<file path="src/design/rrf_pkg.sv">
// Shared types and constants for the rectangle raster fill block.
// Holds command and register codes and the controller/datapath interface structs.
// No dependencies.
package rrf_pkg;

    // Default sizes of the frame store and the coordinate format.
    localparam int MAX_WIDTH_DEF  = 256;
    localparam int MAX_HEIGHT_DEF = 256;
    localparam int FRAC_BITS_DEF  = 8;

    // Wide enough for any canvas dimension (register up to 511, store up to 1024).
    localparam int DIM_W = 11;

    // Field widths.
    localparam int CMD_W   = 2;
    localparam int COORD_W = 20;
    localparam int CHAR_W  = 8;
    localparam int POS_W   = 8;
    localparam int CFG_W   = 9;
    localparam int CFG_IDX_W = 2;

    // Command codes.
    localparam logic [CMD_W-1:0] CMD_CLEAR = 2'd0;
    localparam logic [CMD_W-1:0] CMD_DRAW  = 2'd1;
    localparam logic [CMD_W-1:0] CMD_READ  = 2'd2;

    // Configuration register indexes.
    localparam logic [CFG_IDX_W-1:0] REG_CANVAS_WIDTH  = 2'd0;
    localparam logic [CFG_IDX_W-1:0] REG_CANVAS_HEIGHT = 2'd1;
    localparam logic [CFG_IDX_W-1:0] REG_BACKGROUND    = 2'd2;

    // Reset values of the configuration registers.
    localparam logic [CFG_W-1:0]  CANVAS_WIDTH_RST  = 9'd256;
    localparam logic [CFG_W-1:0]  CANVAS_HEIGHT_RST = 9'd256;
    localparam logic [CHAR_W-1:0] BACKGROUND_RST    = 8'd32;

    // Shape type characters.
    localparam logic [CHAR_W-1:0] SHAPE_OUTLINE = 8'h72;  // 'r'
    localparam logic [CHAR_W-1:0] SHAPE_FILLED  = 8'h52;  // 'R'

    // Commands from the controller to the datapath.
    typedef struct packed {
        logic latch;        // capture the input transaction
        logic clear_start;  // clear the error flag, set up a full-store sweep
        logic draw_start;   // set up rectangle bounds and a canvas sweep
        logic set_err;      // raise the sticky error flag
        logic sweep_step;   // visit one pixel and advance
        logic rd_issue;     // present the read address to the store
        logic rd_capture;   // take the store read data
        logic out_load;     // load the result register
    } t_dp_cmd;

    // Status from the datapath to the controller.
    typedef struct packed {
        logic [CMD_W-1:0] op;
        logic             err;
        logic             draw_bad;
        logic             area_empty;
        logic             sweep_last;
    } t_dp_stat;

endpackage

</file>
<file path="src/design/rrf_ctrl.sv">
// Controller state machine of the rectangle raster fill block.
// Depends on rrf_pkg for the command and status structs and command codes.
module rrf_ctrl (
    input  logic              i_clk,
    input  logic              i_rst_n,
    input  logic              i_in_valid,
    output logic              o_in_stall,
    output logic              o_out_valid,
    input  logic              i_out_stall,
    input  rrf_pkg::t_dp_stat i_stat,
    output rrf_pkg::t_dp_cmd  o_cmd
);

    typedef enum logic [5:0] {
        ST_IDLE   = 6'b000001,
        ST_DECODE = 6'b000010,
        ST_CLEAR  = 6'b000100,
        ST_DRAW   = 6'b001000,
        ST_READ   = 6'b010000,
        ST_DONE   = 6'b100000
    } t_state;

    t_state r_state, n_state;
    logic   r_out_valid, n_out_valid;

    always_comb begin
        n_state = r_state;
        o_cmd   = '0;
        unique case (r_state)
            ST_IDLE: begin
                if (i_in_valid) begin
                    o_cmd.latch = 1'b1;
                    n_state     = ST_DECODE;
                end
            end
            ST_DECODE: begin
                unique case (i_stat.op)
                    rrf_pkg::CMD_CLEAR: begin
                        o_cmd.clear_start = 1'b1;
                        n_state           = ST_CLEAR;
                    end
                    rrf_pkg::CMD_DRAW: begin
                        if (i_stat.err) begin
                            n_state = ST_DONE;
                        end else if (i_stat.draw_bad) begin
                            o_cmd.set_err = 1'b1;
                            n_state       = ST_DONE;
                        end else if (i_stat.area_empty) begin
                            n_state = ST_DONE;
                        end else begin
                            o_cmd.draw_start = 1'b1;
                            n_state          = ST_DRAW;
                        end
                    end
                    rrf_pkg::CMD_READ: begin
                        o_cmd.rd_issue = 1'b1;
                        n_state        = ST_READ;
                    end
                    default: begin
                        n_state = ST_DONE;
                    end
                endcase
            end
            ST_CLEAR, ST_DRAW: begin
                o_cmd.sweep_step = 1'b1;
                if (i_stat.sweep_last) begin
                    n_state = ST_DONE;
                end
            end
            ST_READ: begin
                o_cmd.rd_capture = 1'b1;
                n_state          = ST_DONE;
            end
            ST_DONE: begin
                if (!r_out_valid || !i_out_stall) begin
                    o_cmd.out_load = 1'b1;
                    n_state        = ST_IDLE;
                end
            end
            default: begin
                n_state = ST_IDLE;
            end
        endcase
    end

    // Hold the result until taken; a new load replaces a taken one.
    assign n_out_valid = o_cmd.out_load | (r_out_valid & i_out_stall);

    always_ff @(posedge i_clk) begin
        if (!i_rst_n) begin
            r_state     <= ST_IDLE;
            r_out_valid <= 1'b0;
        end else begin
            r_state     <= n_state;
            r_out_valid <= n_out_valid;
        end
    end

    assign o_in_stall  = (r_state != ST_IDLE);
    assign o_out_valid = r_out_valid;

endmodule

</file>
<file path="config.mk">
export PLATFORM = sky130hd
export DESIGN_NAME = rrf_ctrl
export DESIGN_NICKNAME = d
export VERILOG_FILES = /design/src/design/rrf_pkg.sv /design/src/design/rrf_ctrl.sv
export SDC_FILE = /design/constraint.sdc
export NUM_CORES = 1
export LEC_CHECK = 0
export BUFFER_PORTS_ARGS = -buffer_cell sky130_fd_sc_hd__buf_4
export CAP_MARGIN = 40
export CORE_AREA = 2 2 39 41
export DETAILED_ROUTE_END_ITERATION = 7
export DIE_AREA = 0 0 41 43
export GPL_ROUTABILITY_DRIVEN = 0
export PLACE_DENSITY = 0.68
export SYNTH_ARGS = -nofsm -noshare
export SYNTH_HDL_FRONTEND = slang
export SYNTH_SLANG_ARGS = --single-unit
</file>
<file path="constraint.sdc">
create_clock -name i_clk -period 3.32 [get_ports i_clk]
set_clock_uncertainty 0.2 [all_clocks]
set_input_delay 0.996 -clock i_clk [delete_from_list [all_inputs] [get_ports i_clk]]
set_output_delay 0.996 -clock i_clk [all_outputs]
set_load 0.02 [all_outputs]
</file>
==> flow_metrics.env, run 1 <==
export IMPL_status="finished clean"
export IMPL_grt_pass1_wl_um=1460
export IMPL_highest_layer="met4"
export IMPL_r2r_start="r_state[3]"
export IMPL_synth_compound_area_share_pct=19.0
export IMPL_syn_area_um2=434
export IMPL_met2_length_um=426
export IMPL_cp_slowest_cell="nor4_1"
export IMPL_synth_seq_cells=7
export IMPL_dieHeight_um=43
export IMPL_layout_commonest_cell="buf_4"
export IMPL_h_tree_depth=1
export IMPL_whs_ns=0.332
export IMPL_drc=0
export IMPL_yosysWarnings=0
export IMPL_arrival_ns=1.93
export IMPL_final_max_slew_viol_count=0
export IMPL_fmax_mhz=320
export IMPL_stdcell_count=88
export IMPL_antenna_cells=0
export IMPL_synthCells=51
export IMPL_cts_root_buffer="clkbuf_4"
export IMPL_holdPathEnd="o_out_valid"
export IMPL_dpl_cell_count=84
export IMPL_fin_util_pct=43.7
export IMPL_grt_max_degree=8
export IMPL_cp_startpoint="i_stat[2]"
export IMPL_grtUsageTotal_pct=12.0
export IMPL_setup_viol=0
export IMPL_crit_chain="buf_4 > or2_2 > nor4_1 > buf_4"
export IMPL_drive_gt1_share_pct=40.3
export IMPL_cpPeakStageDelay_ns=0.31
export IMPL_avgSynthCellArea_um2=8.51
export IMPL_vias=440
export IMPL_wl_per_cell_um=10.5
export IMPL_worst_skew_pair_late_latency_ns=0.24
export IMPL_die_w_um=41
export IMPL_layout_min_cycle_time_ns=3.12
export IMPL_clk_pin_slew_worst_paths_ns=0.05
export IMPL_clock_sinks=7
export IMPL_cp_end_kind="output port"
export IMPL_slew_headroom_pct=73.0
export IMPL_min_from="o_out_valid"
export IMPL_crit_path_max_fanout=2
export IMPL_postRouteAntennaNets=0
export IMPL_hp_class="reg -> reg"
export IMPL_tns_ns=0
export IMPL_cts_resized=0
export IMPL_irDropWorstVdd_mv=0.205
export IMPL_p_total_uw=208
export IMPL_worst_pin_slew_ns=0.402
export IMPL_wl_met3_um=58
export IMPL_port_buffers=19
export IMPL_rsz0062_at_grt="false"
export IMPL_post_place_ws_ns=0.168
export IMPL_drv_cap=0
export IMPL_synth_top_family_by_area="simple AND/OR/NAND/NOR gates"
export IMPL_drt_initial_drc_count=9
export IMPL_p_leak_nw=0.258
export IMPL_finalWirelength_um=927
export IMPL_period_share_pct=94.0
export IMPL_place_area_um2=578
export IMPL_cts_tree="yes"
export IMPL_rr_endpoint="r_state[5]"
export IMPL_cts_max_path_buffers=2
export IMPL_reg2reg_depth=5
export IMPL_hold_depth=2
export IMPL_numCtsBuffers=3
export IMPL_ios=20
export IMPL_synth_simple_area_share_pct=37.8
export IMPL_synthesis_nets=61
export IMPL_drt_met1_wl_um=429
export IMPL_vias_per_cell=5.00
export IMPL_required_ns=2.12
export IMPL_postCtsSetupRepairBufs=0
export IMPL_crit_path_start_kind="input port"
export IMPL_dieArea_um2=1760
export IMPL_crit_path_frequent_cell="buf_4"
export IMPL_synth_xor_area_share_pct=4.03
export IMPL_fp_row_count=14
export IMPL_grt_overflow=0
export IMPL_synth_fa_ha_area_share_pct=0
export IMPL_drt_pre_antenna_iters=4
export IMPL_postCtsHoldBufs=0
export IMPL_design_area_um2=604
export IMPL_fin_nets=83
export IMPL_first_global_vias=382
export IMPL_start_util_pct=31.4
export IMPL_place_hpwl_um=727
export IMPL_yosys_mux_area_fraction_pct=0
export IMPL_placeableCoreArea_um2=1380
export IMPL_final_cell_mix="19 x buf_4, 7 x dfxtp_1, 4 x nor4_1"
export IMPL_report_final_hold_viol_count=0
export IMPL_ys_seq_area_share_pct=32.3
export IMPL_syn2layout_area_growth_pct=39.2
export IMPL_rrSetupSlack_ns=1.32
export IMPL_synth_cell_types=28
export IMPL_antenna_found_initial=0
export IMPL_power_density_nw_per_um2=345
export IMPL_worst_slack_ns=0.198
export IMPL_path_class="in -> out"
-- power breakdown --
part / internal [mW] / switching, mW
clock: 0.0457 / 0.0289
combinational: 0.0231 / 0.0202
sequential: 0.0870 / 0.00361
-- cells in the mapped netlist --
cell type,count,area share [%]
nor3b_2,1,2.9
nor4_1,4,5.8
nand2b_1,1,1.4
nor3b_1,2,3.5
nor2_1,2,1.7
a32o_1,1,2.3
nand2_1,2,1.7
nor3_1,3,3.5
and2_1,2,2.9
buf_4,1,1.7
dfxtp_1,7,32
a21oi_1,1,1.2
xnor2_1,1,2.0
o21ai_0,3,3.5
and2_2,2,3.5
buf_6,1,2.6
xor2_1,1,2.0
or4_1,1,1.7
o31ai_1,2,3.5
or4_4,1,2.6
or2_2,1,1.4
nand3b_1,2,3.5
inv_1,2,1.7
o211ai_1,1,1.7
a21boi_0,1,1.7
o21a_1,3,5.2
inv_2,1,0.86
and3_2,1,1.7
-- worst max-delay path: cells and delay by family --
| family | cells | cell delay [ns] |
|---|---|---|
| buffers and inverters | 2 | 0.32 |
| AND/OR/NAND/NOR | 2 | 0.61 |
-- per-layer routing --
layer	track usage, %	up-vias
met5	0	-
met3	1.57	2
met2	17.5	14
li1	-	230
met4	8.00	0
met1	15.6	194
-- layout make-up --
cell class	count	area, um^2
fillers	151	779
flip-flops and latches	7	140
clock buffers	4	26.3
inverters	3	11.3
multi-input cells	39	264
well taps	16	20.0
repair buffers	19	143
-- registers in the layout, summed over array words and instances, names as in the netlist --
signal and cells:
o_out_valid 1, r_state 6
-- cells by family (layout without fill, tap and decap cells) --
logic type / Yosys count / after routing
XOR/XNOR: 2 / 2
flip-flops: 7 / 7
buffers and inverters: 5 / 26
AND/OR/NAND/NOR: 25 / 25
AO/OA/AOI/OAI: 12 / 12
-- worst max path at each step --
stage / end / slack, ns
finish: o_cmd[5] / 0.20
global route: o_cmd[5] / 0.17
CTS: o_cmd[5] / 0.19
detailed placement: o_cmd[5] / 0.17
global placement: o_cmd[5] / 0.18
floorplan: o_cmd[5] / 0.08
No activity file was read; power rests on OpenSTA's default activity.
==> inputs of run 2 (changes only) <==
Settings changed: BUFFER_PORTS_ARGS -buffer_cell sky130_fd_sc_hd__buf_4 to unset, DONT_BUFFER_PORTS set to 1, PLACE_DENSITY 0.68 to 0.46.
==> run 2 against run 1 <==
Sequential power about the same. Via count down 8.6%. Maximum frequency is 8.0% higher. Hold slack better by 0.099 ns. Combinational power is 37% lower. Critical endpoint unchanged. Die area did not move. Register-to-register slack worse by 0.04 ns. Cell count fell by 16%.
==> flow_metrics.env, run 2 (synthesis gave the netlist of run 1 again) <==
export IMPL_irDropWorstVdd_mv=0.152
export IMPL_power_density_nw_per_um2=388
export IMPL_layout_commonest_cell="dfxtp_1"
export IMPL_antenna_cells=0
export IMPL_drv_cap=0
export IMPL_cts_resized=0
export IMPL_status="finished clean"
export IMPL_grt_pass1_wl_um=1380
export IMPL_slew_headroom_pct=70.6
export IMPL_cts_max_path_buffers=2
export IMPL_wl_per_cell_um=11.5
export IMPL_final_cell_mix="7 x dfxtp_1, 5 x buf_4, 4 x nor4_1"
export IMPL_drive_gt1_share_pct=27.6
export IMPL_path_class="in -> out"
export IMPL_postRouteAntennaNets=0
export IMPL_h_tree_depth=1
export IMPL_numCtsBuffers=3
export IMPL_antenna_found_initial=0
export IMPL_drt_pre_antenna_iters=2
export IMPL_grt_max_degree=8
export IMPL_regMostFlops="r_state"
export IMPL_largest_register_ffs=6
export IMPL_final_max_slew_viol_count=0
export IMPL_postCtsHoldBufs=0
export IMPL_vias=402
export IMPL_clk_pin_slew_worst_paths_ns=0.05
export IMPL_crit_path_start_kind="input port"
export IMPL_postCtsSetupRepairBufs=0
export IMPL_dieHeight_um=43
export IMPL_p_total_uw=194
export IMPL_tns_ns=0
export IMPL_layout_min_cycle_time_ns=2.89
export IMPL_rsz0062_at_grt="false"
export IMPL_cts_root_buffer="clkbuf_4"
export IMPL_dieArea_um2=1760
export IMPL_fmax_mhz=346
export IMPL_finalWirelength_um=854
export IMPL_fp_row_count=14
export IMPL_ios=20
export IMPL_crit_path_max_fanout=2
export IMPL_arrival_ns=1.70
export IMPL_cts_tree="yes"
export IMPL_start_util_pct=31.4
export IMPL_port_buffers=0
export IMPL_grtUsageTotal_pct=12.2
export IMPL_required_ns=2.12
export IMPL_die_w_um=41
export IMPL_p_leak_nw=0.192
export IMPL_period_share_pct=87.1
export IMPL_first_global_vias=352
export IMPL_fin_nets=69
export IMPL_drt_initial_drc_count=4
export IMPL_report_final_hold_viol_count=0
export IMPL_placeableCoreArea_um2=1380
export IMPL_cp_end_kind="output port"
export IMPL_drc=0
export IMPL_grt_overflow=0
export IMPL_syn2layout_area_growth_pct=15.3
export IMPL_worst_pin_slew_ns=0.442
export IMPL_hp_class="reg -> reg"
export IMPL_vias_per_cell=5.43
export IMPL_setup_viol=0
export IMPL_design_area_um2=500
export IMPL_worst_skew_pair_late_latency_ns=0.25
export IMPL_place_area_um2=473
export IMPL_clock_sinks=7
export IMPL_place_hpwl_um=700
-- run 2: per-stage QoR --
stage | hold slack (ns) | std cells | worst slack (ns) | utilization, %
after floorplan | 0.369 | 51 | 0.0792 | -
after global placement | 0.425 | 70 | 0.422 | 34.2
after detailed placement | 0.431 | 70 | 0.419 | 34.2
after CTS | 0.440 | 74 | 0.418 | 36.2
after global routing | 0.473 | 74 | 0.254 | 36.2
final | 0.431 | 74 | 0.428 | 36.2
-- run 2: report_power, final --
part / switching [mW] / internal, mW / total [mW]
combinational: 0.0153 / 0.0121 / 0.0274
sequential: 0.00345 / 0.0869 / 0.0903
clock: 0.0322 / 0.0440 / 0.0763
total: 0.0510 / 0.143 / 0.194
-- run 2: routing by layer --
layer	up-vias	share of wire, %	GRT usage, %
met5	-	0	0
met4	0	1.6	12.0
met3	2	8.3	3.66
met2	14	47	16.3
met1	181	43	14.2
li1	205	-	-
-- run 2: worst paths after layout --
path	slack, ns	cells past startpoint	end	startpoint
worst max register to register	1.28	5	r_state[5]	r_state[3]
worst min register to register	0.43	2	o_out_valid	o_out_valid
worst min-delay path	0.43	2	o_out_valid	o_out_valid
worst max-delay path	0.43	3	o_cmd[5]	i_stat[2]
-- run 2: area by class of cell --
cell class	instances	area (um^2)
Inverter	3	11.3
Timing Repair Buffer	5	37.5
Clock buffer	3	22.5
Multi-Input combinational cell	39	264
Sequential cell	7	140
Clock inverter	1	5.00
Tap cell	16	20.0
Fill cell	147	883
-- run 2: worst max-delay path, cell delays in order --
cell and delay [ns]:
or2_2 0.29, nor4_1 0.22, buf_4 0.19
==> inputs of run 3 (changes only) <==
Clock period 3.32 ns to 3 ns, I/O delays scaled along.
==> run 3 against run 2 <==
Non-clock buffer count stayed put. Critical path depth is 1 higher. Cell count stayed put. Clock-buffer cell count is 1 higher. Via count is 3.5% lower. Register-to-register slack worse by 0.36 ns. Hold slack better by 0.0046 ns. Routed wire length is 9.3% higher. Clock power is 15% higher. Final area is 1.0% higher. Global-route usage is 0.60 points higher. Combinational power is 13% higher. Critical endpoint unchanged. Highest routed layer unchanged.
==> flow_metrics.env, run 3 (synthesis gave the netlist of run 1 again) <==
export IMPL_cp_end_kind="output port"
export IMPL_design_area_um2=505
export IMPL_seqPwrFrac_pct=45.8
export IMPL_postRouteAntennaNets=0
export IMPL_slew_headroom_pct=69.6
export IMPL_start_util_pct=31.4
export IMPL_h_tree_depth=1
export IMPL_drc=0
export IMPL_finalWirelength_um=933
export IMPL_fin_nets=69
export IMPL_largest_register_ffs=6
export IMPL_final_cell_mix="7 x dfxtp_1, 5 x buf_4"
export IMPL_die_w_um=41
export IMPL_power_density_nw_per_um2=433
export IMPL_fp_row_count=14
export IMPL_postCtsSetupRepairBufs=0
export IMPL_setup_viol=0
export IMPL_p_leak_nw=0.189
export IMPL_cp_slowest_cell="dfxtp_1"
export IMPL_arrival_ns=1.71
export IMPL_p_clk_share_pct=40.1
export IMPL_placeableCoreArea_um2=1380
export IMPL_wl_per_cell_um=12.6
export IMPL_pwr_share_comb_pct=14.1
export IMPL_place_area_um2=479
export IMPL_swShare_pct=26.7
export IMPL_numCtsBuffers=3
export IMPL_crit_path_max_fanout=7
export IMPL_cts_max_path_buffers=2
export IMPL_drt_pre_antenna_iters=4
export IMPL_whs_ns=0.435
export IMPL_report_final_hold_viol_count=0
export IMPL_period_share_pct=93.7
export IMPL_dieArea_um2=1760
export IMPL_crit_path_start_kind="register"
export IMPL_syn2layout_area_growth_pct=16.4
export IMPL_clock_sinks=7
export IMPL_p_sw_uw=58.4
export IMPL_crit_chain="nor4_1 > nand3b_1 > nor4_2 > buf_4"
export IMPL_vias=388
export IMPL_layout_commonest_cell="dfxtp_1"
export IMPL_postCtsHoldBufs=0
export IMPL_status="finished clean"
export IMPL_grt_pass1_wl_um=1530
export IMPL_fmax_mhz=356
export IMPL_hp_class="reg -> reg"
export IMPL_p_int_uw=161
export IMPL_grt_overflow=0
export IMPL_vias_per_cell=5.24
export IMPL_antenna_found_initial=0
export IMPL_irDropWorstVdd_mv=0.271
export IMPL_grtUsageTotal_pct=12.8
export IMPL_ios=20
export IMPL_worst_pin_slew_ns=0.452
export IMPL_fin_util_pct=36.5
export IMPL_port_buffers=0
export IMPL_final_max_slew_viol_count=0
export IMPL_drive_gt1_share_pct=27.6
export IMPL_path_class="reg -> out"
export IMPL_first_global_vias=385
export IMPL_required_ns=1.90
export IMPL_rsz0062_at_grt="false"
export IMPL_cts_resized=0
export IMPL_tns_ns=0
export IMPL_worst_skew_pair_late_latency_ns=0.26
export IMPL_cpPeakStageDelay_ns=0.38
export IMPL_antenna_cells=0
export IMPL_dieHeight_um=43
export IMPL_layout_min_cycle_time_ns=2.81
export IMPL_grt_max_degree=8
export IMPL_drt_initial_drc_count=9
export IMPL_cts_tree="yes"
export IMPL_drv_cap=0
export IMPL_regMostFlops="r_state"
export IMPL_clk_pin_slew_worst_paths_ns=0.05
export IMPL_cts_root_buffer="clkbuf_4"
run 3: power by group through the flow:
stage          combinational, mW  clock (mW)  sequential (mW)
5_1_grt                   0.0344      0.0920            0.101
3_5_place_dp              0.0312           0            0.102
3_3_place_gp              0.0310           0            0.102
4_1_cts                   0.0313      0.0896            0.100
6_report                  0.0309      0.0878            0.100
2_1_floorplan             0.0278           0            0.101
run 3: cell type report:
cell class	count	area, um^2
Fill cell	153	878
Multi-Input combinational cell	39	270
Sequential cell	7	140
Timing Repair Buffer	5	37.5
Clock buffer	4	26.3
Tap cell	16	20.0
Inverter	3	11.3
run 3: routing by layer:
layer	share of wire [%]	global-route usage [%]
met5	0	0
met4	2.6	10.0
met3	6.2	1.57
met2	45	17.5
met1	46	17.1
run 3: worst paths after layout:
check,start,endpoint,slack (ns),cells past startpoint
hold / removal,o_out_valid,o_out_valid,0.44,2
setup reg to reg,r_state[3],r_state[5],0.92,5
hold reg to reg,o_out_valid,o_out_valid,0.44,2
setup / recovery,r_state[3],o_cmd[5],0.19,4
run 3: worst max-delay path, delay by kind of cell, from the launching register on:
family        cells  cell delay, ns
simple gates      3            0.88
flops             1            0.38
buf+inv           1            0.19
run 3: metrics by stage:
step                instances  setup WS, ns  power [mW]
global route               74        0.0837       0.227
global placement           70         0.258       0.133
floorplan                  51         0.198       0.129
detailed placement         70         0.251       0.133
CTS                        74         0.178       0.221
finish                     74         0.189       0.219
